## config.mk

```make
export PLATFORM = sky130hd
export DESIGN_NAME = wav_front
export DESIGN_NICKNAME = d
export VERILOG_FILES = /design/src/rtl/wav_pkg.sv /design/src/rtl/wav_ram.sv /design/src/rtl/wav_front.sv
export SDC_FILE = /design/constraint.sdc
export NUM_CORES = 2
export LEC_CHECK = 0
export BUFFER_PORTS_ARGS = -buffer_cell sky130_fd_sc_hd__clkbuf_2
export CORE_MARGIN = 2
export CORE_UTILIZATION = 30
export DETAILED_ROUTE_END_ITERATION = 16
export PLACE_DENSITY = 0.49
export SLEW_MARGIN = 20
export SYNTH_ARGS = -nofsm -noshare
export SYNTH_HDL_FRONTEND = slang
export SYNTH_SLANG_ARGS = --single-unit
```

## constraint.sdc

```tcl
create_clock -name clk_i -period 31.1 [get_ports clk_i]
set_input_delay 1.555 -clock clk_i [delete_from_list [all_inputs] [get_ports clk_i]]
set_output_delay 1.555 -clock clk_i [all_outputs]
set_load 0.05 [all_outputs]
```

## src/rtl/wav_pkg.sv

```systemverilog
package wav_pkg;

  localparam int DATA_W     = 32;
  localparam int NUM_AXES   = 3;
  localparam int NUM_QTY    = NUM_AXES + 1;
  localparam int DEF_WINDOW = 20;
  localparam int DEF_SUM_W  = DATA_W + $clog2(DEF_WINDOW);
  localparam int FIFO_DEPTH = 2;
  localparam int STEP_W     = $clog2(DATA_W);

  localparam logic [DATA_W-1:0] SPEED_MAX = {1'b0, {(DATA_W-1){1'b1}}};
  localparam logic [DATA_W-1:0] SPEED_MIN = {1'b1, {(DATA_W-1){1'b0}}};

  typedef enum logic [1:0] {
    FR_IDLE,
    FR_READ,
    FR_ACCUM
  } front_state_e;

  typedef enum logic [2:0] {
    BK_IDLE,
    BK_NEG,
    BK_ADD,
    BK_CHECK,
    BK_DIV,
    BK_DONE
  } back_state_e;

endpackage

```

## src/rtl/wav_ram.sv

```systemverilog
module wav_ram #(
  parameter int Width = 4 * wav_pkg::DATA_W,
  parameter int Depth = wav_pkg::DEF_WINDOW,
  localparam int AddrW = (Depth > 1) ? $clog2(Depth) : 1
) (
  input  logic             clk_i,
  input  logic             we_i,
  input  logic [AddrW-1:0] waddr_i,
  input  logic [Width-1:0] wdata_i,
  input  logic             re_i,
  input  logic [AddrW-1:0] raddr_i,
  output logic [Width-1:0] rdata_o
);

  logic [Width-1:0] mem_q [Depth];
  logic [Width-1:0] rdata_q;

  always_ff @(posedge clk_i) begin
    if (we_i) begin
      mem_q[waddr_i] <= wdata_i;
    end
    if (re_i) begin
      rdata_q <= mem_q[raddr_i];
    end
  end

  assign rdata_o = rdata_q;

endmodule

```

## src/rtl/wav_front.sv

```systemverilog
module wav_front #(
  parameter int Window = wav_pkg::DEF_WINDOW,
  parameter int SumW = wav_pkg::DEF_SUM_W,
  localparam int SlotW = (Window > 1) ? $clog2(Window) : 1
) (
  input  logic                              clk_i,
  input  logic                              rst_ni,
  input  logic                              in_valid_i,
  output logic                              in_stall_o,
  input  logic signed [wav_pkg::DATA_W-1:0] delta_x_i,
  input  logic signed [wav_pkg::DATA_W-1:0] delta_y_i,
  input  logic signed [wav_pkg::DATA_W-1:0] delta_z_i,
  input  logic        [wav_pkg::DATA_W-1:0] interval_i,
  input  logic                              fifo_full_i,
  output logic                              push_o,
  output logic [wav_pkg::NUM_QTY*SumW-1:0]  push_data_o
);

  import wav_pkg::*;

  localparam int RowW  = NUM_QTY * DATA_W;
  localparam int DiffW = DATA_W + 1;

  front_state_e            state_q, state_d;
  logic [SlotW-1:0]        slot_q, slot_d;
  logic                    full_q, full_d;
  logic [RowW-1:0]         new_q;
  logic [RowW-1:0]         old_row;
  logic signed [DiffW-1:0] diff_q [NUM_QTY];
  logic signed [DiffW-1:0] diff_d [NUM_QTY];
  logic [SumW-1:0]         sum_q [NUM_QTY];
  logic [SumW-1:0]         sum_d [NUM_QTY];
  logic                    accept;

  assign in_stall_o = (state_q != FR_IDLE) || fifo_full_i;
  assign accept     = in_valid_i && !in_stall_o;

  wav_ram #(
    .Width(RowW),
    .Depth(Window)
  ) u_ring (
    .clk_i  (clk_i),
    .we_i   (state_q == FR_READ),
    .waddr_i(slot_q),
    .wdata_i(new_q),
    .re_i   (accept),
    .raddr_i(slot_q),
    .rdata_o(old_row)
  );

  // The entry leaving the window is subtracted only once the ring has wrapped.
  always_comb begin
    logic [DATA_W-1:0] new_v;
    logic [DATA_W-1:0] old_v;
    logic              new_x;
    logic              old_x;
    for (int k = 0; k < NUM_QTY; k++) begin
      new_v     = new_q[k*DATA_W +: DATA_W];
      old_v     = full_q ? old_row[k*DATA_W +: DATA_W] : '0;
      new_x     = (k < NUM_AXES) ? new_v[DATA_W-1] : 1'b0;
      old_x     = (k < NUM_AXES) ? old_v[DATA_W-1] : 1'b0;
      diff_d[k] = $signed({new_x, new_v}) - $signed({old_x, old_v});
      sum_d[k]  = sum_q[k] + SumW'(diff_q[k]);
    end
  end

  assign push_data_o = {sum_d[3], sum_d[2], sum_d[1], sum_d[0]};

  always_comb begin
    state_d = state_q;
    slot_d  = slot_q;
    full_d  = full_q;
    push_o  = 1'b0;
    unique case (state_q)
      FR_IDLE: begin
        if (accept) begin
          state_d = FR_READ;
        end
      end
      FR_READ: begin
        state_d = FR_ACCUM;
        if (slot_q == SlotW'(Window - 1)) begin
          slot_d = '0;
          full_d = 1'b1;
        end else begin
          slot_d = slot_q + 1'b1;
        end
      end
      FR_ACCUM: begin
        push_o  = 1'b1;
        state_d = FR_IDLE;
      end
      default: begin
        state_d = FR_IDLE;
      end
    endcase
  end

  always_ff @(posedge clk_i or negedge rst_ni) begin
    if (!rst_ni) begin
      state_q <= FR_IDLE;
      slot_q  <= '0;
      full_q  <= 1'b0;
      for (int k = 0; k < NUM_QTY; k++) begin
        sum_q[k] <= '0;
      end
    end else begin
      state_q <= state_d;
      slot_q  <= slot_d;
      full_q  <= full_d;
      if (state_q == FR_ACCUM) begin
        for (int k = 0; k < NUM_QTY; k++) begin
          sum_q[k] <= sum_d[k];
        end
      end
    end
  end

  always_ff @(posedge clk_i) begin
    if (accept) begin
      new_q <= {interval_i, delta_z_i, delta_y_i, delta_x_i};
    end
    if (state_q == FR_READ) begin
      for (int k = 0; k < NUM_QTY; k++) begin
        diff_q[k] <= diff_d[k];
      end
    end
  end

endmodule

```

# After elaboration in Yosys (flattened, before gate mapping)
# Memory sizes are Yosys's and may differ from the RTL's. A register that Yosys moved wholly into a read port is not among the register bits.
# Index checks and enable logic that the tools add are counted.
[classes] n_mux=10 n_eq_ne=4 reduce_logical=6 add_sub_neg=9
[op_table] op="$add A37 B37 Y37" count=4
[op_table] op="$sub A32 B32 Y33" count=4
[op_table] op="$mux W32" count=4
[op_table] op="$add A5 B1 Y5 const B" count=1
[op_table] op="$eq A5 B5 Y1 const B" count=1
[op_table] op="$mux W5" count=1
[op_table] op="$pmux W2 S2" count=1
[op_table] op="$mux W1" count=3
[op_table] op="$eq A2 B1 Y1 const B" count=1
[op_table] op="$eq A2 B2 Y1 const B" count=1
[op_table] op="$logic_not A2 Y1" count=1
[op_table] op="$mux W2" count=1
[op_table] op="$ne A2 B2 Y1 const B" count=1
[op_table] op="$reduce_and A2 Y1" count=1
[op_table] op="$reduce_bool A2 Y1" count=1
[op_table] op="$logic_and A1 B1 Y1" count=1
[op_table] op="$logic_not A1 Y1" count=1
[op_table] op="$logic_or A1 B1 Y1" count=1
[totals] ff_bits=284 elab_cells=39 n_memories=2 mem_bits_rw=2692 output_inout_bits=150 in_bits=132
[memory_table] name="u_ring.mem_q" words=20 word_bits=128 rd=1 rd_ports_with_merged_regs=1 write_ports=1 line="wav_ram.sv:15" rtl="logic [Width-1:0] mem_q [Depth];"
[memory_table] name="diff_q" words=4 word_bits=33 rd=4 rd_ports_with_merged_regs=0 write_ports=4 line="wav_front.sv:29" rtl="logic signed [DiffW-1:0] diff_q [NUM_QTY];"

# Depth between registers and ports, before layout
[logic_depth] word_depth=6 mapped_depth=14 depth_no_buf=12

# Modules after synthesis
# Synthesis repeated with hierarchy kept, for this count alone.
[hier_totals] hier_cells=8139 hier_area_um2=130462.6
[by_module_without_submodules] mod="wav_ram" area_each_um2=101783.9 cells_each=5102 seq_area_each_um2=80717.4 instances=1
[by_module_without_submodules] mod="wav_front" area_each_um2=28678.8 cells_each=3037 seq_area_each_um2=11711.2 instances=1

# Worst setup path before layout
# OpenSTA, ideal clock, no wires.
[synth_timing] path_kind="input to register" from="input port fifo_full_i" to="register new_q[0] (enable)" t_required_ps=30221 path_stages=2 setup_time_ps=879 slack_ps=17363 n_path_buf=0 t_arrival_ps=12858 path_cell_list="or3_1 -> nor2_1"
[synth_between] elab_chain_len=3
[synth_rtl] item="start, declared" line="wav_front.sv:14" rtl="input logic fifo_full_i,"
[synth_rtl] item="$logic_or A1 B1 Y1" line="wav_front.sv:35" rtl="assign in_stall_o = (state_q != FR_IDLE) || fifo_full_i;"
[synth_rtl] item="$logic_not A1 Y1" line="wav_front.sv:36" rtl="assign accept = in_valid_i && !in_stall_o;"
[synth_rtl] item="$logic_and A1 B1 Y1" line="wav_front.sv:36"
[synth_rtl] item="via accept" line="wav_front.sv:33" rtl="logic accept;"
[synth_rtl] item="end signal, assigned" line="wav_front.sv:121" rtl="new_q <= {interval_i, delta_z_i, delta_y_i, delta_x_i};"
[synth_rtl] item="end, declared" line="wav_front.sv:27" rtl="logic [RowW-1:0] new_q;"
# The timed path passes the listed nets, and every way through them passes these cells.
# A chain may end at the register's enable or synchronous reset.

# Final worst setup path
[layout_timing] from="register sum_q[75] (netlist bit)" to="output port push_data_o[70] (netlist bit)"
[layout_between] elab_chain_len=1
[layout_rtl] item="start, declared" line="wav_front.sv:31" rtl="logic [SumW-1:0] sum_q [NUM_QTY];"
[layout_rtl] item="start signal, assigned by index" line="wav_front.sv:113" rtl="sum_q[k] <= sum_d[k];"
[layout_rtl] item="$add A37 B37 Y37" line="wav_front.sv:63" rtl="sum_d[k] = sum_q[k] + SumW'(diff_q[k]);"
[layout_rtl] item="end, declared" line="wav_front.sv:16" rtl="output logic [wav_pkg::NUM_QTY*SumW-1:0] push_data_o"
# Every way passes these cells.

==> run metrics <==
status completed; worst min-delay path class register to register; Max Clock Freq 0.148 GHz; std cell rows 240; # fillers 40.3k; DR iter-0 viols 6,465; IO Count ~280; Port Buf Inserts 281; Synth async-reset ratio 5.03%; CTS Buf Count 351; die height 659 um; global-route wire length before repair 537,000 um; slew of the pin with the lowest slew margin 1.18 ns; clk_lat worst skew 0.94 ns; final setup skew roughly 0.074 ns; Synth Cell Area 129,000 um^2; max_cap viols 0; #FFs+latches synth between 3k and 4k; Layout Nets 8,007; period utilisation layout a little over a fifth; DRT antenna net count 0; global placer's final weighted congestion just over 0.8; WL per Instance around 28 um; Final Max Tran Viols 0; minimum clock period 6.74 ns; # hold bufs at CTS 0; Cells after DPL ~13k; number of remaining DRC errors 0; clk sinks 3,104; vias per cell 5.13; max_slew headroom between 20% and 30%; GRT Util Overall 17.0%; Final Core Density 34.9%; Power Total 13.6 mW; number of flops mapped to enable cells by yosys 2,948; P_leak 49.0 nW; Longest Clk Path Bufs 4; CP Launch Type register; number of global-route vias before repair 72.4k; CP required roughly 30 ns; peak supply drop 0.0000615 V; Sum Neg Setup Slack 0 ns; post-DP HPWL 212,000 um; First-pass DRT Iterations 6; die width around 660 um; Main synth FF type edfxtp_1; Mapped Cells roughly 7k; drt total wl between 300,000 and 400,000 um; Core Region 428,000 um^2; Avg Cell Area, Syn 18.0 um^2; CTS resizes 0; Setup Buffers After CTS 0; Yosys top cell area share 68.7%; clk root buf clkbuf_16; crit-path max FO 4; Reg clk slew, reported paths approximately 0.060 ns; H-tree depth 5; Layout Cells excl Fill 13.6k; Via Count 69.6k; power density over the cells 91.1 nW/um^2; Synthesized Nets 7,568; share of post-route cells with drive strength above 1 between 20% and 30%; Final Setup Violations 0; CTS tree done; die area 435,000 um^2; crit path kind register to output port; Yosys cell types 79; top cells by area, synth edfxtp_1 69%, mux4_2 11%, dfrtp_1 3.0%; Worst Path Arrival 5.18 ns; synth-to-layout area growth 15.7%; Synth Warn # 0; total gr overflow 0; CP endpoint kind output port; sequential area share after synthesis 71.7%; Yosys top cell by area edfxtp_1; antenna violations before repair 23; pin count of the biggest net entering global routing 116; Initial Utilization 30.1%; RSZ-0062 raised after global routing no; final hold vios 0
-- per-stage QoR --
| stage | setup WS, ns | hold WS [ns] | area (um^2) |
|---|---|---|---|
| after floorplan | 17.36 | 0.441 | 129000 |
| after detailed placement | 24.86 | 0.458 | 138000 |
| final | 24.36 | 0.469 | 149000 |
| after global placement | 24.84 | 0.463 | 138000 |
| after global routing | 23.97 | 0.499 | 149000 |
| after CTS | 24.12 | 0.474 | 149000 |
-- final timing paths --
kind                       startpoint            endpoint  slack (ns)  cells after the start
max reg2reg                 slot_q[0]  u_ring.rdata_o[85]       25.95                      8
max in group asynchronous      rst_ni           sum_q[37]       28.88                      2
min in group asynchronous      rst_ni           sum_q[31]        0.67                      1
max                         sum_q[75]     push_data_o[70]       24.36                     10
min                        sum_q[110]          sum_q[110]        0.47                      1
min reg2reg                sum_q[110]          sum_q[110]        0.47                      1
-- per-layer routing --
metal	share of wire, %	GRT usage, %	vias to the layer above
met3	5.0	2.35	418
met5	0.017	0	-
met1	44	23.5	37400
met4	1.7	3.17	12
li1	-	-	29800
met2	49	28.6	1913
-- layout make-up --
class	count	area (um^2)	share of cell area (%)
multi-input combinational	3638	35100	23.5
clock inverter	195	2090	1.40
tap	5687	7120	4.77
sequential	3104	92500	62.0
inverter	76	293	0.196
antenna	4	10.0	0.00671
timing repair buffer	420	2710	1.82
clock buffer	450	9370	6.28
-- synth_stat cells, types with 15 or more instances --
| cell | instances |
|---|---|
| ha_1 | 276 |
| buf_2 | 21 |
| nand4_1 | 38 |
| a21oi_1 | 257 |
| xor2_1 | 81 |
| mux4_2 | 640 |
| a21o_1 | 133 |
| a211oi_1 | 24 |
| mux2i_1 | 62 |
| a22oi_1 | 70 |
| o21a_1 | 28 |
| nor3_1 | 104 |
| xnor2_1 | 170 |
| or2_2 | 15 |
| dfrtp_1 | 156 |
| a31oi_1 | 31 |
| o21ai_0 | 228 |
| nor2b_1 | 53 |
| edfxtp_1 | 2948 |
| o21bai_1 | 37 |
| mux2_2 | 101 |
| nand3_1 | 38 |
| and2_1 | 21 |
| a221o_1 | 131 |
| nor2_1 | 158 |
| inv_1 | 76 |
| buf_1 | 64 |
| nand2b_1 | 32 |
| or3_1 | 15 |
| and3_1 | 35 |
| nand2_1 | 664 |
| o211ai_1 | 29 |
| clkbuf_1 | 249 |
-- where the power goes --
group | internal [mW] | switching (mW)
sequential | 4.86 | 0.194
combinational | 1.50 | 2.88
clock | 2.41 | 1.73
total | 8.78 | 4.81
-- registers in the layout (all words and copies together) (netlist names) --
register / cells
diff_q: 132
full_q: 1
new_q: 128
slot_q: 5
state_q: 2
sum_q: 148
u_ring.mem_q: 2560
u_ring.rdata_o: 128
-- cell families (layout without fill, tap and decap cells) --
| kind of cell | after synthesis | count (layout) | share of synthesized area [%] |
|---|---|---|---|
| AO/OA/AOI/OAI | 1089 | 1089 | 5.78 |
| XOR/XNOR | 253 | 253 | 1.74 |
| adder cells (fa/ha/maj) | 284 | 284 | 2.80 |
| buffers and inverters | 410 | 1141 | 1.21 |
| flip-flops | 3104 | 3104 | 71.7 |
| multiplexers | 803 | 803 | 12.5 |
| other | 0 | 4 | 0 |
| AND/OR/NAND/NOR | 1209 | 1209 | 4.18 |
-- worst max-delay path, cell delays in order (launching register included) --
cell and delay (ns):
dfrtp_1 0.41, ha_1 0.30, a21oi_1 0.20, o2111ai_1 0.30
o2111ai_1 0.61, a31o_2 0.29, o21ai_0 0.15, a221oi_1 0.56
o21ai_0 0.43, xor2_1 0.62, clkbuf_2 0.39
-- layout by cell type, fill, tap and decap left out, types with 81 or more instances in the layout --
master	n
edfxtp_1	2948
nand2_1	664
mux4_2	640
clkbuf_16	355
clkbuf_2	280
ha_1	276
a21oi_1	257
o21ai_0	228
xnor2_1	170
dfrtp_1	150
nor2_1	137
a21o_1	133
a221o_1	131
buf_4	120
nor3_1	103
mux2_2	101
clkbuf_1	82
xor2_1	81
No activity file was read; power rests on OpenSTA's default activity.
