## src/rtl/wav_pkg.sv

```systemverilog
package wav_pkg;

  localparam int DATA_W     = 32;
  localparam int NUM_AXES   = 3;
  localparam int NUM_QTY    = NUM_AXES + 1;
  localparam int DEF_WINDOW = 20;
  localparam int DEF_SUM_W  = DATA_W + $clog2(DEF_WINDOW);
  localparam int FIFO_DEPTH = 2;
  localparam int STEP_W     = $clog2(DATA_W);

  localparam logic [DATA_W-1:0] SPEED_MAX = {1'b0, {(DATA_W-1){1'b1}}};
  localparam logic [DATA_W-1:0] SPEED_MIN = {1'b1, {(DATA_W-1){1'b0}}};

  typedef enum logic [1:0] {
    FR_IDLE,
    FR_READ,
    FR_ACCUM
  } front_state_e;

  typedef enum logic [2:0] {
    BK_IDLE,
    BK_NEG,
    BK_ADD,
    BK_CHECK,
    BK_DIV,
    BK_DONE
  } back_state_e;

endpackage

```

## src/rtl/wav_back.sv

```systemverilog
module wav_back #(
  parameter int SumW = wav_pkg::DEF_SUM_W
) (
  input  logic                              clk_i,
  input  logic                              rst_ni,
  input  logic                              fifo_empty_i,
  input  logic [wav_pkg::NUM_QTY*SumW-1:0]  fifo_data_i,
  output logic                              pop_o,
  output logic                              out_valid_o,
  input  logic                              out_stall_i,
  output logic signed [wav_pkg::DATA_W-1:0] speed_x_o,
  output logic signed [wav_pkg::DATA_W-1:0] speed_y_o,
  output logic signed [wav_pkg::DATA_W-1:0] speed_z_o,
  output logic                              zero_time_o,
  output logic                              clipped_o
);

  import wav_pkg::*;

  localparam int DivW = SumW + 1;
  localparam int NumW = SumW + 1;

  back_state_e       state_q, state_d;
  logic [STEP_W-1:0] step_q;
  logic [SumW-1:0]   den_q;
  logic [DivW-1:0]   dvs_q;
  logic [SumW-1:0]   num_q [NUM_AXES];
  logic              neg_q [NUM_AXES];
  logic              ovf_q [NUM_AXES];
  logic [DivW-1:0]   rem_q [NUM_AXES];
  logic [DATA_W-1:0] quo_q [NUM_AXES];
  logic [NumW-1:0]   n_sum [NUM_AXES];
  logic [DivW:0]     trial [NUM_AXES];
  logic              ge [NUM_AXES];
  logic [DivW-1:0]   rem_next [NUM_AXES];
  logic [DATA_W-1:0] res_val [NUM_AXES];
  logic [NUM_AXES-1:0] res_clip;
  logic              zero_den;
  logic              load_out;
  logic              out_valid_q;
  logic [DATA_W-1:0] speed_q [NUM_AXES];
  logic              zero_time_q;
  logic              clipped_q;

  assign zero_den = (den_q == '0);

  // Each lane divides (2|sum| + den) by 2 den, one quotient bit per cycle.
  always_comb begin
    logic [DATA_W-1:0] q;
    for (int a = 0; a < NUM_AXES; a++) begin
      n_sum[a]    = {num_q[a], 1'b0} + NumW'(den_q);
      trial[a]    = {rem_q[a], quo_q[a][DATA_W-1]};
      ge[a]       = (trial[a] >= {1'b0, dvs_q});
      rem_next[a] = ge[a] ? DivW'(trial[a] - {1'b0, dvs_q}) : trial[a][DivW-1:0];
      q = quo_q[a];
      if (neg_q[a]) begin
        res_clip[a] = ovf_q[a] || (q[DATA_W-1] && (|q[DATA_W-2:0]));
        res_val[a]  = res_clip[a] ? SPEED_MIN : (~q + 1'b1);
      end else begin
        res_clip[a] = ovf_q[a] || q[DATA_W-1];
        res_val[a]  = res_clip[a] ? SPEED_MAX : q;
      end
    end
  end

  always_comb begin
    state_d  = state_q;
    pop_o    = 1'b0;
    load_out = 1'b0;
    unique case (state_q)
      BK_IDLE: begin
        if (!fifo_empty_i) begin
          pop_o   = 1'b1;
          state_d = BK_NEG;
        end
      end
      BK_NEG: begin
        state_d = zero_den ? BK_DONE : BK_ADD;
      end
      BK_ADD: begin
        state_d = BK_CHECK;
      end
      BK_CHECK: begin
        state_d = BK_DIV;
      end
      BK_DIV: begin
        if (step_q == STEP_W'(DATA_W - 1)) begin
          state_d = BK_DONE;
        end
      end
      BK_DONE: begin
        if (!out_valid_q || !out_stall_i) begin
          load_out = 1'b1;
          state_d  = BK_IDLE;
        end
      end
      default: begin
        state_d = BK_IDLE;
      end
    endcase
  end

  always_ff @(posedge clk_i or negedge rst_ni) begin
    if (!rst_ni) begin
      state_q     <= BK_IDLE;
      step_q      <= '0;
      out_valid_q <= 1'b0;
    end else begin
      state_q <= state_d;
      if (state_q == BK_CHECK) begin
        step_q <= '0;
      end else if (state_q == BK_DIV) begin
        step_q <= step_q + 1'b1;
      end
      if (load_out) begin
        out_valid_q <= 1'b1;
      end else if (!out_stall_i) begin
        out_valid_q <= 1'b0;
      end
    end
  end

  always_ff @(posedge clk_i) begin
    if (pop_o) begin
      den_q <= fifo_data_i[NUM_AXES*SumW +: SumW];
    end
    if (state_q == BK_NEG) begin
      dvs_q <= {den_q, 1'b0};
    end
    for (int a = 0; a < NUM_AXES; a++) begin
      if (pop_o) begin
        num_q[a] <= fifo_data_i[a*SumW +: SumW];
      end
      if (state_q == BK_NEG) begin
        neg_q[a] <= num_q[a][SumW-1];
        num_q[a] <= num_q[a][SumW-1] ? (~num_q[a] + 1'b1) : num_q[a];
      end
      if (state_q == BK_ADD) begin
        rem_q[a] <= DivW'(n_sum[a][NumW-1:DATA_W]);
        quo_q[a] <= n_sum[a][DATA_W-1:0];
      end
      if (state_q == BK_CHECK) begin
        ovf_q[a] <= (rem_q[a] >= dvs_q);
      end
      if (state_q == BK_DIV) begin
        rem_q[a] <= rem_next[a];
        quo_q[a] <= {quo_q[a][DATA_W-2:0], ge[a]};
      end
    end
    if (load_out) begin
      for (int a = 0; a < NUM_AXES; a++) begin
        speed_q[a] <= zero_den ? '0 : res_val[a];
      end
      zero_time_q <= zero_den;
      clipped_q   <= !zero_den && (|res_clip);
    end
  end

  assign out_valid_o = out_valid_q;
  assign speed_x_o   = speed_q[0];
  assign speed_y_o   = speed_q[1];
  assign speed_z_o   = speed_q[2];
  assign zero_time_o = zero_time_q;
  assign clipped_o   = clipped_q;

endmodule

```

## config.mk

```make
export PLATFORM = sky130hd
export DESIGN_NAME = wav_back
export DESIGN_NICKNAME = d
export VERILOG_FILES = /design/src/rtl/wav_pkg.sv /design/src/rtl/wav_back.sv
export SDC_FILE = /design/constraint.sdc
export NUM_CORES = 2
export LEC_CHECK = 0
export BUFFER_PORTS_ARGS = -buffer_cell sky130_fd_sc_hd__buf_2
export CORE_AREA = 5 5 270 272
export CTS_CLUSTER_DIAMETER = 50
export DETAILED_ROUTE_END_ITERATION = 12
export DIE_AREA = 0 0 275 277
export MAX_ROUTING_LAYER = met4
export PLACE_DENSITY = 0.71
export REMOVE_ABC_BUFFERS = 1
export SLEW_MARGIN = 15
export SYNTH_ARGS = -nofsm -noshare
export SYNTH_HDL_FRONTEND = slang
export SYNTH_SLANG_ARGS = --single-unit
```

## constraint.sdc

```tcl
create_clock -name clk_i -period 25.8 [get_ports clk_i]
set_clock_uncertainty 0.1 [all_clocks]
set_input_delay 2.58 -clock clk_i [delete_from_list [all_inputs] [get_ports clk_i]]
set_output_delay 2.58 -clock clk_i [all_outputs]
set_load 0.01 [all_outputs]
```

Word-level counts from Yosys, hierarchy flattened
Memories as Yosys holds them, arrays and structs flattened. Index checks and enable logic that the tools add are counted.

Input bits: 152. Word-level logic and storage cells: 134. Memories: 6. Output and inout bits: 100. Flip-flop bits (word level): 85. RAM bits: 423.

Memory list: rem_q (depth 3, width 38, read ports 3, clocked after Yosys merged registers in 0, write ports 3, line wav_back.sv:30) `logic [DivW-1:0] rem_q [NUM_AXES];`; num_q (depth 3, width 37, read ports 3, clocked after Yosys merged registers in 0, write ports 3, line wav_back.sv:27) `logic [SumW-1:0] num_q [NUM_AXES];`; quo_q (depth 3, width 32, read ports 3, clocked after Yosys merged registers in 0, write ports 3, line wav_back.sv:31) `logic [DATA_W-1:0] quo_q [NUM_AXES];`; speed_q (depth 3, width 32, read ports 3, clocked after Yosys merged registers in 0, write ports 3, line wav_back.sv:41) `logic [DATA_W-1:0] speed_q [NUM_AXES];`; neg_q (depth 3, width 1, read ports 3, clocked after Yosys merged registers in 0, write ports 3, line wav_back.sv:28) `logic neg_q [NUM_AXES];`; ovf_q (depth 3, width 1, read ports 3, clocked after Yosys merged registers in 0, write ports 3, line wav_back.sv:29) `logic ovf_q [NUM_AXES];`.

Equality and inequality tests: 10. Mux-type cells: 55. Bitwise gates (word level): 15. $add $sub $neg: 13. Reductions and logical operators: 22. $lt $le $gt $ge: 6.

Operators with widths (number): 32-bit 2-to-1 mux (15); 38-bit 2-to-1 mux (6); 37-bit 2-to-1 mux (6); 39-bit by 38-bit >= comparator with 1-bit output (3); 38-bit by 37-bit adder with 38-bit output (3); 38-bit >= comparator (3); 38-bit subtractor (3); 37-bit by 1-bit adder with 37-bit output, second input constant (3); 37-bit inverter (3); 32-bit by 1-bit adder with 32-bit output, second input constant (3); 32-bit inverter (3); 31-bit OR reduction (3); 37-bit zero test (1); 1-bit 2-to-1 mux (21); 3-bit one-hot mux with 6 select lines (1); 3-bit 2-to-1 mux (4); 5-bit 2-to-1 mux (2); 1-bit bitwise OR (9); 1-bit logical OR (7); 3-bit by 2-bit equality test with 1-bit output, second input constant (2); 3-bit equality test, second input constant (2); 2-bit inequality test, second input constant (3); 5-bit by 1-bit adder with 5-bit output, second input constant (1); 5-bit equality test, second input constant (1); other kinds (8) (13).

Logic depth before layout (Yosys ltp)
An unclocked memory read counts as a cell.

Word-level depth: 7. Gate-level depth with buffers: 16. Mapped depth without buffers: 14.

Worst setup path before layout
OpenSTA, ideal clock, no wires.

Kind: flip-flop to flip-flop. Start point: register state_q[1]. End point: memory quo_q[0][0], enable pin. Arrival: 9649 ps. Clock period less this slack: 10533 ps. Path slack: 15267 ps. Setup time: 783 ps. Buffers on the path: 2. Data required time: 24917 ps. Cell stages (with the launch flop): 5. Cells stage by stage: dfrtp_1 -> clkbuf_1 -> clkbuf_1 -> xnor2_1 -> nor2_1.

RTL lines: start, declared (line wav_back.sv:23) `back_state_e state_q, state_d;`; start signal, assigned (line wav_back.sv:109) `state_q <= state_d;`; end, declared (line wav_back.sv:31).

Worst setup path in the final report
Start point: input fifo_empty_i. End point: output pop_o.

Longest elaborated chain between the ends: 2.

Ends and longest elaborated chain: start, declared (line wav_back.sv:6) `input logic fifo_empty_i,`; 1-bit 2-to-1 mux (line wav_back.sv:72) `if (!fifo_empty_i) begin`; 1-bit 2-to-1 mux (line wav_back.sv:70) `unique case (state_q)`; end, declared (line wav_back.sv:8) `output logic pop_o,`.

Every way passes these cells.

==> flow_metrics.tcl <==
set metrics [dict create \
    multi_input_area_sq_um 22000 \
    seqCellArea_sq_um 15200 \
    die-area_sq_um 76200 \
    drt_wl_total_microns 118000 \
    cts-resized-gates 0 \
    drive_gt1_frac 0.107 \
    tns_ns 0 \
    critPathArrivalTime_ns 3.12 \
    first_pass_iters 5 \
    root_buffer "clkbuf_16" \
    crit_path_cell_trace "buf_2, nor4_2, buf_2" \
    synth_area_leaders "edfxtp_1 (39%), ha_1 (11%), a21oi_1 (5.0%)" \
    cp_slowest_cell "nor4_2" \
    synth_top_flop_cell "edfxtp_1" \
    seq_power_share 0.284 \
    max-cap-violations 0 \
    ir_drop_uv 120 \
    wire_per_inst_microns 22.3 \
    grt_pass1_vias 31500 \
    grt_pass1_wl_microns 180000 \
    die_y_microns 277 \
    drtAntennaViolNets 0 \
    insertion_delay_ns 0.63 \
    vias 33600 \
    p_sw_frac 0.462 \
    nets 4754 \
    maxSlewViolCount 0 \
    fin_cells 5279 \
    clockBufferDepth 3 \
    ys_warn_count 0 \
    rsz0062_at_grt "false" \
    yosys.cell_types.count 83 \
    critPathBufInv 2 \
    gr-usage-all-layers 0.308 \
    cts_max_level 3 \
    hold_viol 0 \
    clk_pin_slew_ns 0.06 \
    p_leak_nw 17.0 \
    gp_congestion 0.985 \
    min_period_over_period 0.225 \
    switchingPower_mw 3.12 \
    fillCellCount 6065 \
    avgSynthCellArea_sq_um 9.39 \
    startpoint_type "input port" \
    worst_slew_pin_slew_ns 1.15 \
    crit_fanout 5 \
    netlist.area_leader.share 0.392 \
    core_area_sq_um 70500 \
    netlist_area_sq_um 38200 \
    cp_data_required_time_ns 23.12 \
    via_per_inst 6.36 \
    clock_sink_count 508 \
    ys_ff_latch 508 \
    fin_crit_ns 5.80 \
    p_clk_frac 0.161 \
    drt-initial-drc-count 3517 \
    fp.dieW_microns 275 \
    grt-ovfl-total 0 \
    areaGrowthSynthToFinish_pct 12.6 \
    intPower_mw 3.63 \
    ios 252 \
    crit_top_cell "buf_2" \
    setup_viol 0 \
    synth_top_area_cell "edfxtp_1" \
    cts_buffers 79 \
    synthTopCellsByCount "edfxtp_1 (499), nor2_1 (414), a21oi_1 (380), ha_1 (338), nand2_1 (316)" \
    rows 98 \
    antenna_found_initial 7 \
    async_flop_share 0.0177 \
    hold_path.class "reg2reg" \
    dp_cells 5127 \
    status "completed" \
    syn_inst 4069 \
    slew_headroom 0.230 \
    route.detailed.drc 0 \
    synthMostInstantiatedCell "edfxtp_1" \
    synth_edf_count 499 \
    fmax_mhz 172 \
    end_kind "output port" \
    cts_setup_buffers 0 \
    p_comb_frac 0.555 \
    cp_slowest_stage_delay_ns 0.22 \
    grt_max_degree 190 \
    power.density_nw_per_um2 157 \
    yosysSeqAreaShare 0.398 \
    start_util 0.542 \
    cp_top_family "buffers and inverters" \
    dp_hpwl_microns 85400 \
    port_buffers 251 \
    cts_tree "built" \
    path_class "in2out" \
    holdBufCountCts 0 \
]
## area by class of cell
cell class	instances	share of cell area
Antenna cell	7	0.000407
Inverter	114	0.00995
Sequential cell	508	0.354
Multi-Input combinational cell	3276	0.512
Tap cell	950	0.0276
Timing Repair Buffer	279	0.0344
Clock inverter	54	0.0151
Clock buffer	91	0.0475
## state kept, by name (all words and copies together), names as in the netlist
register / flops
num_q: 111
zero_time_o: 1
ovf_q: 3
neg_q: 3
speed_q: 96
quo_q: 96
rem_q: 114
state_q: 3
step_q: 5
den_q: 37
dvs_q: 37
out_valid_o: 1
clipped_o: 1
## power by group through the flow
stage | sequential, mW | clock [mW] | combinational [mW]
2_1_floorplan | 1.81 | 0 | 2.83
5_1_grt | 1.95 | 1.14 | 4.16
3_3_place_gp | 1.90 | 0 | 3.61
6_report | 1.92 | 1.09 | 3.74
3_5_place_dp | 1.91 | 0 | 3.67
4_1_cts | 1.90 | 1.10 | 3.70
## metal layers
layer / GRT usage / vias up / wire, microns
met2: 0.468 / 1449 / 53300
met1: 0.415 / 16000 / 49200
met4: 0.115 / 0 / 4660
met3: 0.0531 / 241 / 10600
li1: - / 15900 / -
met5: - / - / 0
## path summary, 6_finish.rpt
path | cells after the start | slack, ns | startpoint | to
min in group asynchronous | 1 | 1.72 | rst_ni | step_q[2]
min reg2reg | 0 | 0.40 | den_q[0] | dvs_q[1]
min | 0 | 0.40 | den_q[0] | dvs_q[1]
max in group asynchronous | 1 | 23.68 | rst_ni | state_q[1]
max | 3 | 20.00 | fifo_empty_i | pop_o
max reg2reg | 14 | 20.77 | dvs_q[1] | rem_q[2][3]
## worst reg2reg max path, delay by kind of cell, from the launching register on
kind / cells / cell delay, ns
adder cells (fa/ha/maj): 2 / 0.65
flip-flops: 1 / 0.52
AND/OR/NAND/NOR: 4 / 0.97
AO/OA/AOI/OAI: 5 / 1.59
buffers and inverters: 2 / 0.52
multiplexers: 1 / 0.40
## metrics by stage
| step | utilization | setup slack [ns] | power (mW) | cell area [sq um] | hold slack, ns |
|---|---|---|---|---|---|
| 2_1_floorplan | - | 15.51 | 4.64 | 37600 | 0.350 |
| 3_3_place_gp | 0.572 | 19.99 | 5.52 | 40300 | 0.373 |
| 3_5_place_dp | 0.572 | 19.98 | 5.58 | 40300 | 0.373 |
| 4_1_cts | 0.610 | 19.97 | 6.70 | 43000 | 0.400 |
| 5_1_grt | 0.610 | 19.93 | 7.24 | 43000 | 0.410 |
| 6_report | 0.610 | 20.00 | 6.75 | 43000 | 0.397 |
## placed cells by master (no fill, tap or decap), types with 108 or more instances in the layout
master	netlist	final
o21ai_0	275	274
a21oi_1	380	379
nor3_1	109	108
xnor2_1	156	156
inv_1	113	112
nor2_1	414	412
ha_1	338	338
buf_2	7	251
edfxtp_1	499	499
nand2_1	316	314
a21o_1	156	156
## cell families (layout without fill, tap and decap cells)
logic type               after synthesis  after routing  synth area share
AO/OA/AOI/OAI                       1299           1299             0.220
XOR/XNOR                             262            262            0.0600
adder cells (fa/ha/maj)              344            344             0.114
buffers and inverters                285            538            0.0284
flip-flops                           508            508             0.398
multiplexers                          44             44            0.0117
other                                  0              7                 0
AND/OR/NAND/NOR                     1327           1327             0.169
Power figures use the tool's default switching activity.
