--- src/rtl/wav_pkg.sv ---
package wav_pkg;

  localparam int DATA_W     = 32;
  localparam int NUM_AXES   = 3;
  localparam int NUM_QTY    = NUM_AXES + 1;
  localparam int DEF_WINDOW = 20;
  localparam int DEF_SUM_W  = DATA_W + $clog2(DEF_WINDOW);
  localparam int FIFO_DEPTH = 2;
  localparam int STEP_W     = $clog2(DATA_W);

  localparam logic [DATA_W-1:0] SPEED_MAX = {1'b0, {(DATA_W-1){1'b1}}};
  localparam logic [DATA_W-1:0] SPEED_MIN = {1'b1, {(DATA_W-1){1'b0}}};

  typedef enum logic [1:0] {
    FR_IDLE,
    FR_READ,
    FR_ACCUM
  } front_state_e;

  typedef enum logic [2:0] {
    BK_IDLE,
    BK_NEG,
    BK_ADD,
    BK_CHECK,
    BK_DIV,
    BK_DONE
  } back_state_e;

endpackage

--- src/rtl/wav_fifo.sv ---
module wav_fifo #(
  parameter int Width = 4 * wav_pkg::DEF_SUM_W,
  parameter int Depth = wav_pkg::FIFO_DEPTH,
  localparam int PtrW = (Depth > 1) ? $clog2(Depth) : 1,
  localparam int CntW = $clog2(Depth + 1)
) (
  input  logic             clk_i,
  input  logic             rst_ni,
  input  logic             push_i,
  input  logic [Width-1:0] data_i,
  input  logic             pop_i,
  output logic [Width-1:0] data_o,
  output logic             full_o,
  output logic             empty_o
);

  logic [Width-1:0] entry_q [Depth];
  logic [PtrW-1:0]  wr_ptr_q, wr_ptr_d;
  logic [PtrW-1:0]  rd_ptr_q, rd_ptr_d;
  logic [CntW-1:0]  count_q, count_d;
  logic             do_push, do_pop;

  assign full_o  = (count_q == CntW'(Depth));
  assign empty_o = (count_q == '0);
  assign do_push = push_i && !full_o;
  assign do_pop  = pop_i && !empty_o;
  assign data_o  = entry_q[rd_ptr_q];

  always_comb begin
    wr_ptr_d = wr_ptr_q;
    rd_ptr_d = rd_ptr_q;
    count_d  = count_q;
    if (do_push) begin
      wr_ptr_d = (wr_ptr_q == PtrW'(Depth - 1)) ? '0 : wr_ptr_q + 1'b1;
    end
    if (do_pop) begin
      rd_ptr_d = (rd_ptr_q == PtrW'(Depth - 1)) ? '0 : rd_ptr_q + 1'b1;
    end
    if (do_push && !do_pop) begin
      count_d = count_q + 1'b1;
    end else if (do_pop && !do_push) begin
      count_d = count_q - 1'b1;
    end
  end

  always_ff @(posedge clk_i or negedge rst_ni) begin
    if (!rst_ni) begin
      wr_ptr_q <= '0;
      rd_ptr_q <= '0;
      count_q  <= '0;
    end else begin
      wr_ptr_q <= wr_ptr_d;
      rd_ptr_q <= rd_ptr_d;
      count_q  <= count_d;
    end
  end

  always_ff @(posedge clk_i) begin
    if (do_push) begin
      entry_q[wr_ptr_q] <= data_i;
    end
  end

endmodule

--- config.mk ---
export PLATFORM = sky130hd
export DESIGN_NAME = wav_fifo
export DESIGN_NICKNAME = d
export VERILOG_FILES = /design/src/rtl/wav_pkg.sv /design/src/rtl/wav_fifo.sv
export SDC_FILE = /design/constraint.sdc
export NUM_CORES = 1
export LEC_CHECK = 0
export BUFFER_PORTS_ARGS = -buffer_cell sky130_fd_sc_hd__buf_4
export CAP_MARGIN = 20
export CORE_MARGIN = 4
export CORE_UTILIZATION = 47
export CTS_CLUSTER_DIAMETER = 80
export DETAILED_ROUTE_END_ITERATION = 10
export PLACE_DENSITY = 0.72
export SLEW_MARGIN = 20
export SYNTH_ARGS = -nofsm -noshare
export SYNTH_HDL_FRONTEND = slang
export SYNTH_SLANG_ARGS = --single-unit
--- constraint.sdc ---
create_clock -name clk_i -period 7.55 [get_ports clk_i]
set_input_delay 0.3775 -clock clk_i [delete_from_list [all_inputs] [get_ports clk_i]]
set_output_delay 0.3775 -clock clk_i [all_outputs]
set_load 0.02 [all_outputs]
== Word level (Yosys, flattened, before mapping) ==
Memories as Yosys holds them, arrays and structs flattened.
Cells that the tools add are included.

* RAM bits: 296
* Flip-flop bits (word level): 4
* Memories kept: 1
* Output and inout port bits: 150
* Input port bits: 152
* Logic and storage cells: 25

* Reductions and logical operators: 10
* Add/subtract/negate cells: 4
* Muxes and demuxes: 6
* Eq/ne operators: 1

{| class="wikitable"
|+ Memories
! memory !! depth !! width !! read ports !! clocked after Yosys merged registers in !! wr ports !! line !! RTL
|-
| entry_q || 2 || 148 || 1 || 0 || 1 || wav_fifo.sv:17 || <nowiki>logic [Width-1:0] entry_q [Depth];</nowiki>
|}

{| class="wikitable"
|+ Operators with widths
! cell !! number
|-
| logical AND 1 bit || 4
|-
| zero test 1 bit || 4
|-
| 2-to-1 mux 1 bit || 4
|-
| 2-to-1 mux 2 bit || 2
|-
| adder 1 bit (second input constant) || 2
|-
| adder 2 x 1 -> 2 bit (second input constant) || 1
|-
| == test 2 bit (second input constant) || 1
|-
| zero test 2 bit || 1
|-
| nonzero test 2 bit || 1
|-
| subtractor 2 x 1 -> 2 bit (second input constant) || 1
|}

== Depth between registers and ports, before layout ==
Gate-level depths: netlist of the first run.

* Word-level depth: 7
* Gate-level depth with buffers: 7
* Gate-level depth less buffers: 7

== Worst setup path before layout of the first run ==
Ideal clock, no wire load.

* Kind: register -> register
* From: reg count_q[0]
* To: mem entry_q[0][0] in the netlist's numbering, enable pin
* Required time: 6.893 ns
* Stages on the path, launching flop included: 4
* Path buffers: 0
* Period minus slack after synthesis: 7.446 ns
* Path slack: 0.104 ns
* Library setup time: 0.657 ns
* Arrival: 6.789 ns
* Cell sequence: dfrtp_1 -> nand2b_1 -> nand2_1 -> nor2_1

* Longest elaborated chain between the ends: 5

{| class="wikitable"
|+ Ends and longest elaborated chain
! element !! line !! RTL
|-
| start, declared || wav_fifo.sv:20 || <nowiki>logic [CntW-1:0] count_q, count_d;</nowiki>
|-
| start signal, assigned || wav_fifo.sv:54 || <nowiki>count_q <= count_d;</nowiki>
|-
| == test 2 bit || wav_fifo.sv:23 || <nowiki>assign full_o = (count_q == CntW'(Depth));</nowiki>
|-
| zero test 1 bit || wav_fifo.sv:25 || <nowiki>assign do_push = push_i && !full_o;</nowiki>
|-
| logical AND 1 bit || wav_fifo.sv:25 ||
|-
| 2-to-1 mux 1 bit || wav_fifo.sv:59 || <nowiki>if (do_push) begin</nowiki>
|-
| 2-to-1 mux 1 bit (implied by the code) || wav_fifo.sv:60 || <nowiki>entry_q[wr_ptr_q] <= data_i;</nowiki>
|-
| end, declared || wav_fifo.sv:17 ||
|}

No other way between the ends.

== Worst setup path after layout of the first run ==
* From: reg rd_ptr_q
* To: out data_o[1]

* Longest elaborated chain between the ends: 1

{| class="wikitable"
|+ Ends and longest elaborated chain
! element !! line !! RTL
|-
| start, declared || wav_fifo.sv:19 || <nowiki>logic [PtrW-1:0] rd_ptr_q, rd_ptr_d;</nowiki>
|-
| start signal, assigned || wav_fifo.sv:53 || <nowiki>rd_ptr_q <= rd_ptr_d;</nowiki>
|-
| memory (2 x 148 bit) || n/a ||
|-
| end, declared || wav_fifo.sv:12 || <nowiki>output logic [Width-1:0] data_o,</nowiki>
|}

No other way between the ends.

==> impl_metrics.sql, run 1 <==
INSERT INTO impl_metrics (metric_group, metric, value, unit) VALUES
('die', 'placementRows', '56', ''),
('route', 'route.detailed.drc', '0', ''),
('synth', 'synthDistinctLibCells', '15', ''),
('finish', 'drive_gt1_frac', '0.5821', ''),
('cts', 'worst_setup_hold_path_clk_slew', '0.06', 'ns'),
('global_route', 'grt_max_degree', '97', ''),
('placement', 'placed_area', '13850', 'µm²'),
('die', 'start_util', '0.4801', ''),
('placement', 'place_congestion', '0.7359', ''),
('worst_setup_path', 'worstPathCellList', 'buf_12 -> mux2_2 -> buf_4', ''),
('cts', 'clk_root_buffer_cell', 'sky130_fd_sc_hd__clkbuf_16', ''),
('finish', 'final_area', '15180', 'µm²'),
('status', 'status', 'finished clean', ''),
('sta', 'setup_ws', '4.299', 'ns'),
('synth', 'synthXorXnorAreaFrac', '0.003874', ''),
('sta', 'tightest_slew', '1.030', 'ns'),
('synth', 'syn_inst', '480', ''),
('cts', 'cts.sink_count', '300', ''),
('cts', 'h-tree-depth', '1', ''),
('finish', 'flow.area_growth_from_synthesis', '34.29', '%'),
('pwr', 'power.density_cell_area', '398.0', 'nW/µm²'),
('worst_setup_path', 'r2r_slack', '4.93', 'ns'),
('sta', 'final_period_minus_worst_setup_slack', '3.251', 'ns'),
('synth', 'postSynthAreaPerCell', '23.55', 'µm²'),
('worst_hold_path', 'min-delay-path-class', 'primary input to register', ''),
('route', 'routed_wire_length_per_instance', '19.08', 'µm'),
('pwr', 'ir_drop', '0.0002930', 'V'),
('synth', 'synth_warnings', '0', ''),
('die', 'die_footprint', '26600', 'µm²'),
('sta', 'final_max_slew_viol_count', '0', ''),
('global_route', 'grt_overflow_total', '0', ''),
('die', 'die-height', '163.1', 'µm'),
('worst_hold_path', 'min_delay_path_depth', '1', ''),
('sta', 'total_negative_slack', '0', 'ns'),
('worst_setup_path', 'regToRegEndpoint', 'entry_q[1][127]', ''),
('cts', 'ctsLongestPathBuffers', '3', ''),
('worst_setup_path', 'timing.critical_path.to_type', 'output pin', ''),
('worst_setup_path', 'critical_path.max_fanout', '96', ''),
('die', 'top_level_ports', '302', ''),
('sta', 'min_period_over_period', '0.4306', ''),
('route', 'detail_route.iter0.violations', '187', ''),
('finish', 'finalCoreUtilization', '0.6448', ''),
('placement', 'placed_cells_incl_taps', '1087', ''),
('finish', 'layout_commonest_cell', 'sky130_fd_sc_hd__buf_4', ''),
('sta', 'fmax', '0.3076', 'GHz'),
('synth', 'synth.top_cells.by_area', 'sky130_fd_sc_hd__edfxtp_1 (79%), sky130_fd_sc_hd__mux2_4 (13%), sky130_fd_sc_hd__mux2_2 (4.7%), sky130_fd_sc_hd__buf_6 (1.4%), sky130_fd_sc_hd__dfrtp_1 (0.89%)', ''),
('worst_hold_path', 'start_point_of_the_worst_hold_path', 'data_i[116]', ''),
('placement', 'placement.io_buffers', '301', ''),
('pwr', 'report.power.total', '6.041', 'mW'),
('finish', 'instances_no_fill', '1179', ''),
('synth', 'yosysTopAreaCell', 'sky130_fd_sc_hd__edfxtp_1', ''),
('route', 'viasPerCell', '4.807', ''),
('synth', 'synth_top_family_by_area', 'multiplexers', ''),
('route', 'first_pass_iters', '4', ''),
('die', 'die_width', '163.1', 'µm'),
('flow_run', 'timing.max_cap.violations', '0', ''),
('route', 'detailroute.via_count', '5667', ''),
('worst_setup_path', 'crit_required', '7.17', 'ns'),
('worst_setup_path', 'crit_slowest_cell', 'sky130_fd_sc_hd__dfrtp_4', ''),
('pwr', 'power_leakage', '5.959', 'nW'),
('global_route', 'antenna_found_initial', '1', ''),
('worst_setup_path', 'startpoint_type', 'register', ''),
('finish', 'mostFrequentLayoutCells', 'sky130_fd_sc_hd__buf_4 (304), sky130_fd_sc_hd__edfxtp_1 (296), sky130_fd_sc_hd__mux2_4 (101)', ''),
('worst_setup_path', 'r2r.worst_path.cells', '4', ''),
('sta', 'finalHoldViolations', '0', ''),
('cts', 'worstSkewPairLatency', '0.54', 'ns'),
('worst_setup_path', 'worst_ep_arrival_time', '2.87', 'ns'),
('sta', 'worst_slew_margin_rel', '0.3135', ''),
('synth', 'ys_ff_latch', '300', ''),
('synth', 'post_synthesis_cell_area', '11300', 'µm²'),
('worst_setup_path', 'crit_family', 'flip-flops', '');
## flip-flops by register name, summed over array words and instances (netlist names)
signal	flops
rd_ptr_q	1
count_q	2
entry_q	296
wr_ptr_q	1
## power breakdown
part	switching (mW)	total (mW)	internal, mW
Combinational	1.15	2.23	1.07
Sequential	0.151	2.43	2.28
Clock	0.570	1.38	0.811
Total	1.87	6.04	4.17
## logic make-up (layout without fill, tap and decap cells)
logic type	Yosys count	in the layout
compound gates	1	1
xor+xnor	5	5
fa+ha+maj	1	1
buf+inv	19	398
flops	300	300
mux	148	148
other cells	0	1
simple gates	6	6
## timing repair
| action | 4_1_cts | 5_1_grt |
|---|---|---|
| gates resized for setup | 0 | 0 |
| hold buffers | 30 | 7 |
| buffers inserted | 0 | 0 |
| endpoints found under the hold margin | 54 | 12 |
## metal layers
layer  vias up  GRT usage  routed length [µm]
li1       2626          -                   -
met1      2770     0.1967                8526
met2       234     0.2768               11210
met3        37    0.06435                2291
met4         0    0.04194                 467
met5         -          0                   0
## Yosys cell counts
| cell | count |
|---|---|
| sky130_fd_sc_hd__edfxtp_1 | 296 |
| sky130_fd_sc_hd__mux2_4 | 101 |
| sky130_fd_sc_hd__mux2_2 | 47 |
| sky130_fd_sc_hd__buf_6 | 14 |
| sky130_fd_sc_hd__dfrtp_1 | 4 |
| sky130_fd_sc_hd__buf_2 | 3 |
| sky130_fd_sc_hd__nor2_1 | 3 |
| sky130_fd_sc_hd__xnor2_1 | 3 |
| sky130_fd_sc_hd__inv_1 | 2 |
| sky130_fd_sc_hd__xor2_1 | 2 |
| sky130_fd_sc_hd__and3_1 | 1 |
| sky130_fd_sc_hd__ha_1 | 1 |
| sky130_fd_sc_hd__nand2_1 | 1 |
| sky130_fd_sc_hd__nand2b_1 | 1 |
| sky130_fd_sc_hd__o21ai_0 | 1 |
## worst max-delay path by stage
stage | slack, ns | start | end | cells after the start
2_1_floorplan | 0.10 | count_q[0] | entry_q[0][0] | 3
3_3_place_gp | 4.71 | count_q[0] | entry_q[1][141] | 3
3_5_place_dp | 4.65 | count_q[0] | entry_q[1][110] | 3
4_1_cts | 4.34 | rd_ptr_q | data_o[1] | 3
5_1_grt | 4.22 | rd_ptr_q | data_o[1] | 3
6_report | 4.30 | rd_ptr_q | data_o[1] | 3
## final cells by class
class | instances | area (µm²)
timing repair buffer | 343 | 2700
tap | 319 | 399.1
clock inverter | 10 | 80.08
antenna | 1 | 2.502
fill | 1659 | 8363
clock buffer | 43 | 850.8
multi-input combinational | 161 | 2147
inverter | 2 | 7.507
sequential | 300 | 8992
Power figures use the tool's default switching activity.
==> inputs of run 2 (changes only) <==
--- a/config.mk
+++ b/config.mk
@@ -11,7 +11,7 @@
 export CORE_UTILIZATION = 47
 export CTS_CLUSTER_DIAMETER = 80
 export DETAILED_ROUTE_END_ITERATION = 10
-export PLACE_DENSITY = 0.72
+export PLACE_DENSITY = 0.7
 export SLEW_MARGIN = 20
 export SYNTH_ARGS = -nofsm -noshare
 export SYNTH_HDL_FRONTEND = slang
==> constraint.sdc (replaced) <==
create_clock -name clk_i -period 3.4 [get_ports clk_i]
set_input_delay 0.17 -clock clk_i [delete_from_list [all_inputs] [get_ports clk_i]]
set_output_delay 0.17 -clock clk_i [all_outputs]
set_load 0.02 [all_outputs]
==> run 2 against run 1 <==
Hold slack gained 0.33 ns. Utilization grew 5.7 points. Die area is the same. Power grew 130%. Via count grew 7.9%. Clock power grew to 2.5 times the previous value. Register-to-register slack lost 3.7 ns. Final cell count grew 10%. Clock-buffer cell count shrank 8. Critical path type unchanged.
==> impl_metrics.sql, run 2 (synthesis gave the netlist of run 1 again) <==
INSERT INTO impl_metrics (metric_group, metric, value, unit) VALUES
('finish', 'mostFrequentLayoutCells', 'sky130_fd_sc_hd__buf_4 (301), sky130_fd_sc_hd__edfxtp_1 (296), sky130_fd_sc_hd__dlygate4sd3_1 (152)', ''),
('die', 'start_util', '0.4801', ''),
('sta', 'worst_slew_margin_rel', '0.5439', ''),
('route', 'detail-route-antenna-nets', '0', ''),
('sta', 'final_period_minus_worst_setup_slack', '2.572', 'ns'),
('global_route', 'grt_first_pass_wirelength', '36790', 'µm'),
('worst_setup_path', 'critical_path.max_fanout', '60', ''),
('finish', 'instances_no_fill', '1299', ''),
('sta', 'rsz0062_at_grt', 'false', ''),
('pwr', 'power_frac_seq', '0.383', ''),
('placement', 'place_congestion', '0.7583', ''),
('cts', 'ctsLongestPathBuffers', '3', ''),
('sta', 'setup_ws', '0.8279', 'ns'),
('pwr', 'power_frac_clock', '0.249', ''),
('pwr', 'power_switching_share', '0.3078', ''),
('worst_setup_path', 'worst_ep_arrival_time', '2.40', 'ns'),
('placement', 'placement.io_buffers', '301', ''),
('flow_run', 'timing.max_cap.violations', '0', ''),
('route', 'first_pass_iters', '4', ''),
('finish', 'largest_registers', 'entry_q x296, count_q x2', ''),
('worst_setup_path', 'crit_required', '3.23', 'ns'),
('pwr', 'power_leakage', '6.516', 'nW'),
('global_route', 'first_global_vias', '6872', ''),
('worst_setup_path', 'setup.worst_path.class', 'register to output pin', ''),
('route', 'routed_wire_length_per_instance', '18.79', 'µm'),
('cts', 'worstSkewPairLatency', '0.54', 'ns'),
('pwr', 'internal_power', '9.684', 'mW'),
('cts', 'clk_root_buffer_cell', 'sky130_fd_sc_hd__clkbuf_16', ''),
('finish', 'drive_gt1_frac', '0.5189', ''),
('cts', 'cts.sink_count', '300', ''),
('global_route', 'grt_max_degree', '79', ''),
('sta', 'min_period_over_period', '0.7565', ''),
('sta', 'finalHoldViolations', '0', ''),
('die', 'top_level_ports', '302', ''),
('pwr', 'power.density_cell_area', '846.8', 'nW/µm²'),
('cts', 'postCtsSetupRepairBufs', '0', ''),
('pwr', 'combinationalPowerShare', '0.368', ''),
('global_route', 'antenna_found_initial', '2', ''),
('sta', 'total_negative_slack', '0', 'ns'),
('die', 'placementRows', '56', ''),
('worst_setup_path', 'startpoint_type', 'register', ''),
('cts', 'h-tree-depth', '1', ''),
('finish', 'layout_commonest_cell', 'sky130_fd_sc_hd__buf_4', ''),
('die', 'die_width', '163.1', 'µm'),
('placement', 'placed_cells_incl_taps', '1089', ''),
('worst_setup_path', 'timing.critical_path.to_type', 'output pin', ''),
('cts', 'numCtsBuffers', '30', ''),
('cts', 'worst_setup_hold_path_clk_slew', '0.07', 'ns'),
('sta', 'finalClockSkew', '0.02009', 'ns'),
('worst_hold_path', 'min-delay-path-class', 'primary input to register', ''),
('route', 'route.final.wire_length', '24410', 'µm'),
('sta', 'setup_viol_count_final', '0', ''),
('route', 'viasPerCell', '4.706', ''),
('sta', 'final_max_slew_viol_count', '0', ''),
('cts', 'tritoncts', 'built', ''),
('finish', 'largest-register', 'entry_q', ''),
('die', 'core-area', '23540', 'µm²'),
('finish', 'finalCoreUtilization', '0.7017', ''),
('global_route', 'gr-usage-all-layers', '0.1764', ''),
('finish', 'flow.area_growth_from_synthesis', '46.15', '%'),
('pwr', 'report.power.total', '13.99', 'mW'),
('placement', 'dpl_worst_slack', '1.240', 'ns'),
('route', 'detailroute.via_count', '6113', ''),
('die', 'die-height', '163.1', 'µm'),
('die', 'die_footprint', '26600', 'µm²'),
('finish', 'largest_register_ff_count', '296', ''),
('status', 'status', 'finished clean', ''),
('route', 'detail_route.iter0.violations', '291', ''),
('finish', 'finish.net_count', '1107', ''),
('pwr', 'ir_drop', '0.0005789', 'V'),
('route', 'route.detailed.drc', '0', ''),
('pwr', 'power.net_switching', '4.306', 'mW'),
('global_route', 'grt_overflow_total', '0', ''),
('sta', 'fmax', '0.3888', 'GHz'),
('finish', 'fill_cells', '1479', ''),
('sta', 'tightest_slew', '0.6826', 'ns'),
('placement', 'hpwl', '15330', 'µm');
[run 2: cell count changes in the layout (fill, tap and decap cells not counted), moves of 2 or more]
cell / change
sky130_fd_sc_hd__clkbuf_8: -3
sky130_fd_sc_hd__dlygate4sd3_1: +115
sky130_fd_sc_hd__clkbuf_1: -5
sky130_fd_sc_hd__inv_6: +2
sky130_fd_sc_hd__buf_4: -3
sky130_fd_sc_hd__diode_2: +2
sky130_fd_sc_hd__bufinv_16: +5
sky130_fd_sc_hd__buf_12: +5
[run 2: path summary, 6_finish.rpt]
check,slack (ns),from,cells after the start,end
max in group asynchronous,2.66,rst_ni,3,rd_ptr_q
min reg2reg,0.52,count_q[1],1,count_q[1]
max,0.83,rd_ptr_q,3,data_o[137]
min,0.35,data_i[126],2,entry_q[0][126]
min in group asynchronous,0.55,rst_ni,3,rd_ptr_q
max reg2reg,1.25,count_q[0],4,entry_q[0][61]
[run 2: stage by stage]
step	hold slack [ns]	cell area (µm²)
floorplan	-0.1256	11310
global placement	-0.03424	13930
detailed placement	-0.03042	13930
CTS	0.3331	16510
global route	0.3371	16520
finish	0.3547	16520
[run 2: layout make-up]
cell class                      count  area (µm²)  area share
Multi-Input combinational cell    161        2147      0.1300
Timing Repair Buffer              459        3901      0.2362
Inverter                            2       7.507   0.0004544
Antenna cell                        3       7.507   0.0004544
Sequential cell                   300        8992      0.5443
Clock buffer                       35       790.8     0.04787
Clock inverter                     20       274.0     0.01659
Tap cell                          319       399.1     0.02416
[run 2: layer usage]
metal / global-route usage / vias to the layer above / routed length, µm
met4: 0.05337 / 0 / 599
met5: 0 / - / 0
li1: - / 2857 / -
met2: 0.3177 / 230 / 12860
met3: 0.04668 / 39 / 1788
met1: 0.2077 / 2987 / 9156
[run 2: worst max-delay path, cell delays in order, from the launching register on]
cell and delay (ns):
sky130_fd_sc_hd__dfrtp_4 0.82, sky130_fd_sc_hd__buf_12 0.43, sky130_fd_sc_hd__mux2_2 0.40, sky130_fd_sc_hd__buf_4 0.16
[run 2: power by group through the flow]
| stage | clock network [mW] | logic [mW] | registers, mW |
|---|---|---|---|
| 6_report | 3.48 | 5.14 | 5.36 |
| 5_1_grt | 3.72 | 5.42 | 5.44 |
| 4_1_cts | 3.55 | 5.19 | 5.37 |
| 3_5_place_dp | 0 | 5.03 | 5.45 |
| 3_3_place_gp | 0 | 4.96 | 5.38 |
| 2_1_floorplan | 0 | 3.36 | 5.32 |
[run 2: what timing repair did]
action,4_1_cts,5_1_grt
setup endpoints to repair,0,0
hold endpoints to repair,302,0
hold buffers,152,0
resized for setup,0,0
==> inputs of run 3 (changes only) <==
==> constraint.sdc (replaced) <==
create_clock -name clk_i -period 2.5 [get_ports clk_i]
set_input_delay 0.125 -clock clk_i [delete_from_list [all_inputs] [get_ports clk_i]]
set_output_delay 0.125 -clock clk_i [all_outputs]
set_load 0.02 [all_outputs]
==> run 3 against run 2 <==
Non-clock buffer count up 5. Setup slack got worse by 0.54 ns. Hold slack got worse by 0.037 ns. Final area is 0.17% lower. Routed wire length shrank 0.79%. Highest routed layer unchanged. Clock skew down 0.014 ns. Global-route usage hardly changed. Sequential share of layout area up 0.095 points. Clock power up 24%. Sequential power increased by 34%. Critical endpoint is now data_o[144]. Power increased by 34%. First-iteration DRC count grew 0.69%.
==> impl_metrics.sql, run 3 (synthesis gave the netlist of run 1 again) <==
INSERT INTO impl_metrics (metric_group, metric, value, unit) VALUES
('die', 'placementRows', '56', ''),
('route', 'viasPerCell', '4.756', ''),
('route', 'detail_route.iter0.violations', '293', ''),
('status', 'status', 'finished clean', ''),
('finish', 'largest_registers', 'entry_q x296, count_q x2', ''),
('cts', 'clk_root_buffer_cell', 'sky130_fd_sc_hd__clkbuf_16', ''),
('pwr', 'power_frac_seq', '0.383', ''),
('route', 'first_pass_iters', '4', ''),
('pwr', 'power.net_switching', '5.777', 'mW'),
('worst_hold_path', 'min_delay_path_depth', '2', ''),
('sta', 'worst_slew_margin_rel', '0.5900', ''),
('flow_run', 'timing.max_cap.violations', '0', ''),
('sta', 'min_period_over_period', '0.8839', ''),
('pwr', 'report.power.total', '18.70', 'mW'),
('sta', 'setup_viol_count_final', '0', ''),
('pwr', 'internal_power', '12.93', 'mW'),
('cts', 'worst_setup_hold_path_clk_slew', '0.06', 'ns'),
('worst_hold_path', 'min-delay-path-class', 'primary input to register', ''),
('sta', 'setup_ws', '0.2902', 'ns'),
('sta', 'rsz0062_at_grt', 'false', ''),
('global_route', 'first_global_vias', '6724', ''),
('sta', 'final_max_slew_viol_count', '0', ''),
('placement', 'place_congestion', '0.7510', ''),
('global_route', 'grt_first_pass_wirelength', '36880', 'µm'),
('global_route', 'gr-usage-all-layers', '0.1764', ''),
('pwr', 'ir_drop', '0.001002', 'V'),
('worst_setup_path', 'critical_path.max_fanout', '92', ''),
('cts', 'h-tree-depth', '1', ''),
('die', 'die_footprint', '26600', 'µm²'),
('sta', 'finalClockSkew', '0.005651', 'ns'),
('sta', 'tightest_slew', '0.6150', 'ns'),
('die', 'core-area', '23540', 'µm²'),
('worst_setup_path', 'worst_ep_arrival_time', '2.08', 'ns'),
('placement', 'placed_cells_incl_taps', '1094', ''),
('finish', 'flow.area_growth_from_synthesis', '45.89', '%'),
('sta', 'fmax', '0.4525', 'GHz'),
('global_route', 'antenna_found_initial', '0', ''),
('worst_setup_path', 'r2r.worst_path.cells', '3', ''),
('placement', 'dpl_worst_slack', '0.6782', 'ns'),
('worst_setup_path', 'startpoint_type', 'register', ''),
('placement', 'placement.io_buffers', '301', ''),
('finish', 'antennaDiodeCount', '0', ''),
('finish', 'instances_no_fill', '1302', ''),
('route', 'route.detailed.drc', '0', ''),
('cts', 'cts.sink_count', '300', ''),
('die', 'start_util', '0.4801', ''),
('pwr', 'power_leakage', '6.506', 'nW'),
('placement', 'hpwl', '15240', 'µm'),
('sta', 'finalHoldViolations', '0', ''),
('finish', 'finish.net_count', '1112', ''),
('die', 'die_width', '163.1', 'µm'),
('finish', 'mostFrequentLayoutCells', 'sky130_fd_sc_hd__buf_4 (304), sky130_fd_sc_hd__edfxtp_1 (296), sky130_fd_sc_hd__dlygate4sd3_1 (152)', ''),
('finish', 'largest-register', 'entry_q', ''),
('route', 'detailroute.via_count', '6192', ''),
('pwr', 'power.density_cell_area', '1134', 'nW/µm²'),
('cts', 'tritoncts', 'built', ''),
('global_route', 'grt_max_degree', '93', ''),
('die', 'top_level_ports', '302', ''),
('worst_setup_path', 'setup.worst_path.class', 'register to output pin', ''),
('pwr', 'power_frac_clock', '0.231', ''),
('sta', 'final_period_minus_worst_setup_slack', '2.210', 'ns'),
('finish', 'largest_register_ff_count', '296', ''),
('cts', 'numCtsBuffers', '30', ''),
('cts', 'postCtsSetupRepairBufs', '0', ''),
('route', 'routed_wire_length_per_instance', '18.60', 'µm'),
('route', 'detail-route-antenna-nets', '0', ''),
('worst_setup_path', 'crit_required', '2.38', 'ns'),
('cts', 'worstSkewPairLatency', '0.53', 'ns'),
('route', 'route.final.wire_length', '24220', 'µm'),
('worst_setup_path', 'timing.critical_path.to_type', 'output pin', ''),
('die', 'die-height', '163.1', 'µm'),
('pwr', 'power_switching_share', '0.3089', ''),
('pwr', 'combinationalPowerShare', '0.386', ''),
('finish', 'drive_gt1_frac', '0.5137', ''),
('cts', 'ctsLongestPathBuffers', '3', ''),
('finish', 'layout_commonest_cell', 'sky130_fd_sc_hd__buf_4', ''),
('global_route', 'grt_overflow_total', '0', '');
-- run 3: changes by cell type in the layout (fill, tap and decap cells not counted), sizes merged --
cell      change
bufinv        -3
clkbuf        +5
buf           +5
clkinvlp      -1
inv           -1
diode         -3
clkinv        +1
-- run 3: final timing paths --
path                                   end       start  slack, ns
min                         entry_q[0][46]  data_i[46]       0.32
min reg2reg                       wr_ptr_q    wr_ptr_q       0.55
max reg2reg                entry_q[1][140]  count_q[0]       0.69
min in group asynchronous         rd_ptr_q      rst_ni       0.51
max in group asynchronous         rd_ptr_q      rst_ni       1.79
max                            data_o[144]    rd_ptr_q       0.29
-- run 3: power by group through the flow --
stage	Sequential, mW	Clock [mW]	Combinational, mW
3_5_place_dp	7.27	0	7.06
3_3_place_gp	7.20	0	6.99
2_1_floorplan	7.25	0	4.58
6_report	7.16	4.33	7.21
4_1_cts	7.17	4.45	7.28
5_1_grt	7.26	4.67	7.62
-- run 3: cell type report --
type,instances,area (µm²)
timing repair buffer,464,3964
clock buffer,40,809.5
tap,319,399.1
fill,1494,7052
sequential,300,8992
clock inverter,16,156.4
inverter,2,7.507
multi-input combinational,161,2162
-- run 3: critical path, stage by stage, from the launching register on --
cell and delay [ns]:
sky130_fd_sc_hd__dfrtp_4 0.44, sky130_fd_sc_hd__buf_12 0.47, sky130_fd_sc_hd__mux2_2 0.42, sky130_fd_sc_hd__buf_4 0.16
-- run 3: layer usage --
layer | part of all wire | vias up | global-route usage | routed length, µm
met5 | 0 | - | 0 | 0
met4 | 0.021 | 0 | 0.03965 | 500
met3 | 0.075 | 42 | 0.05122 | 1827
met2 | 0.51 | 245 | 0.3091 | 12300
met1 | 0.40 | 3037 | 0.2187 | 9591
li1 | - | 2868 | - | -
-- run 3: repair_timing --
item                                   4_1_cts  5_1_grt
hold buffers                               152        0
resized for setup                            0        0
endpoints found under the hold margin      302        0
-- run 3: metrics by stage --
stage | util | TNS (ns) | instance area [µm²] | hold slack (ns)
3_3_place_gp | 0.5948 | 0 | 14000 | -0.07693
2_1_floorplan | - | -160.26 | 11330 | -0.1706
5_1_grt | 0.7005 | 0 | 16490 | 0.2857
4_1_cts | 0.7005 | 0 | 16490 | 0.2853
3_5_place_dp | 0.5948 | 0 | 14000 | -0.07259
6_report | 0.7005 | 0 | 16490 | 0.3175
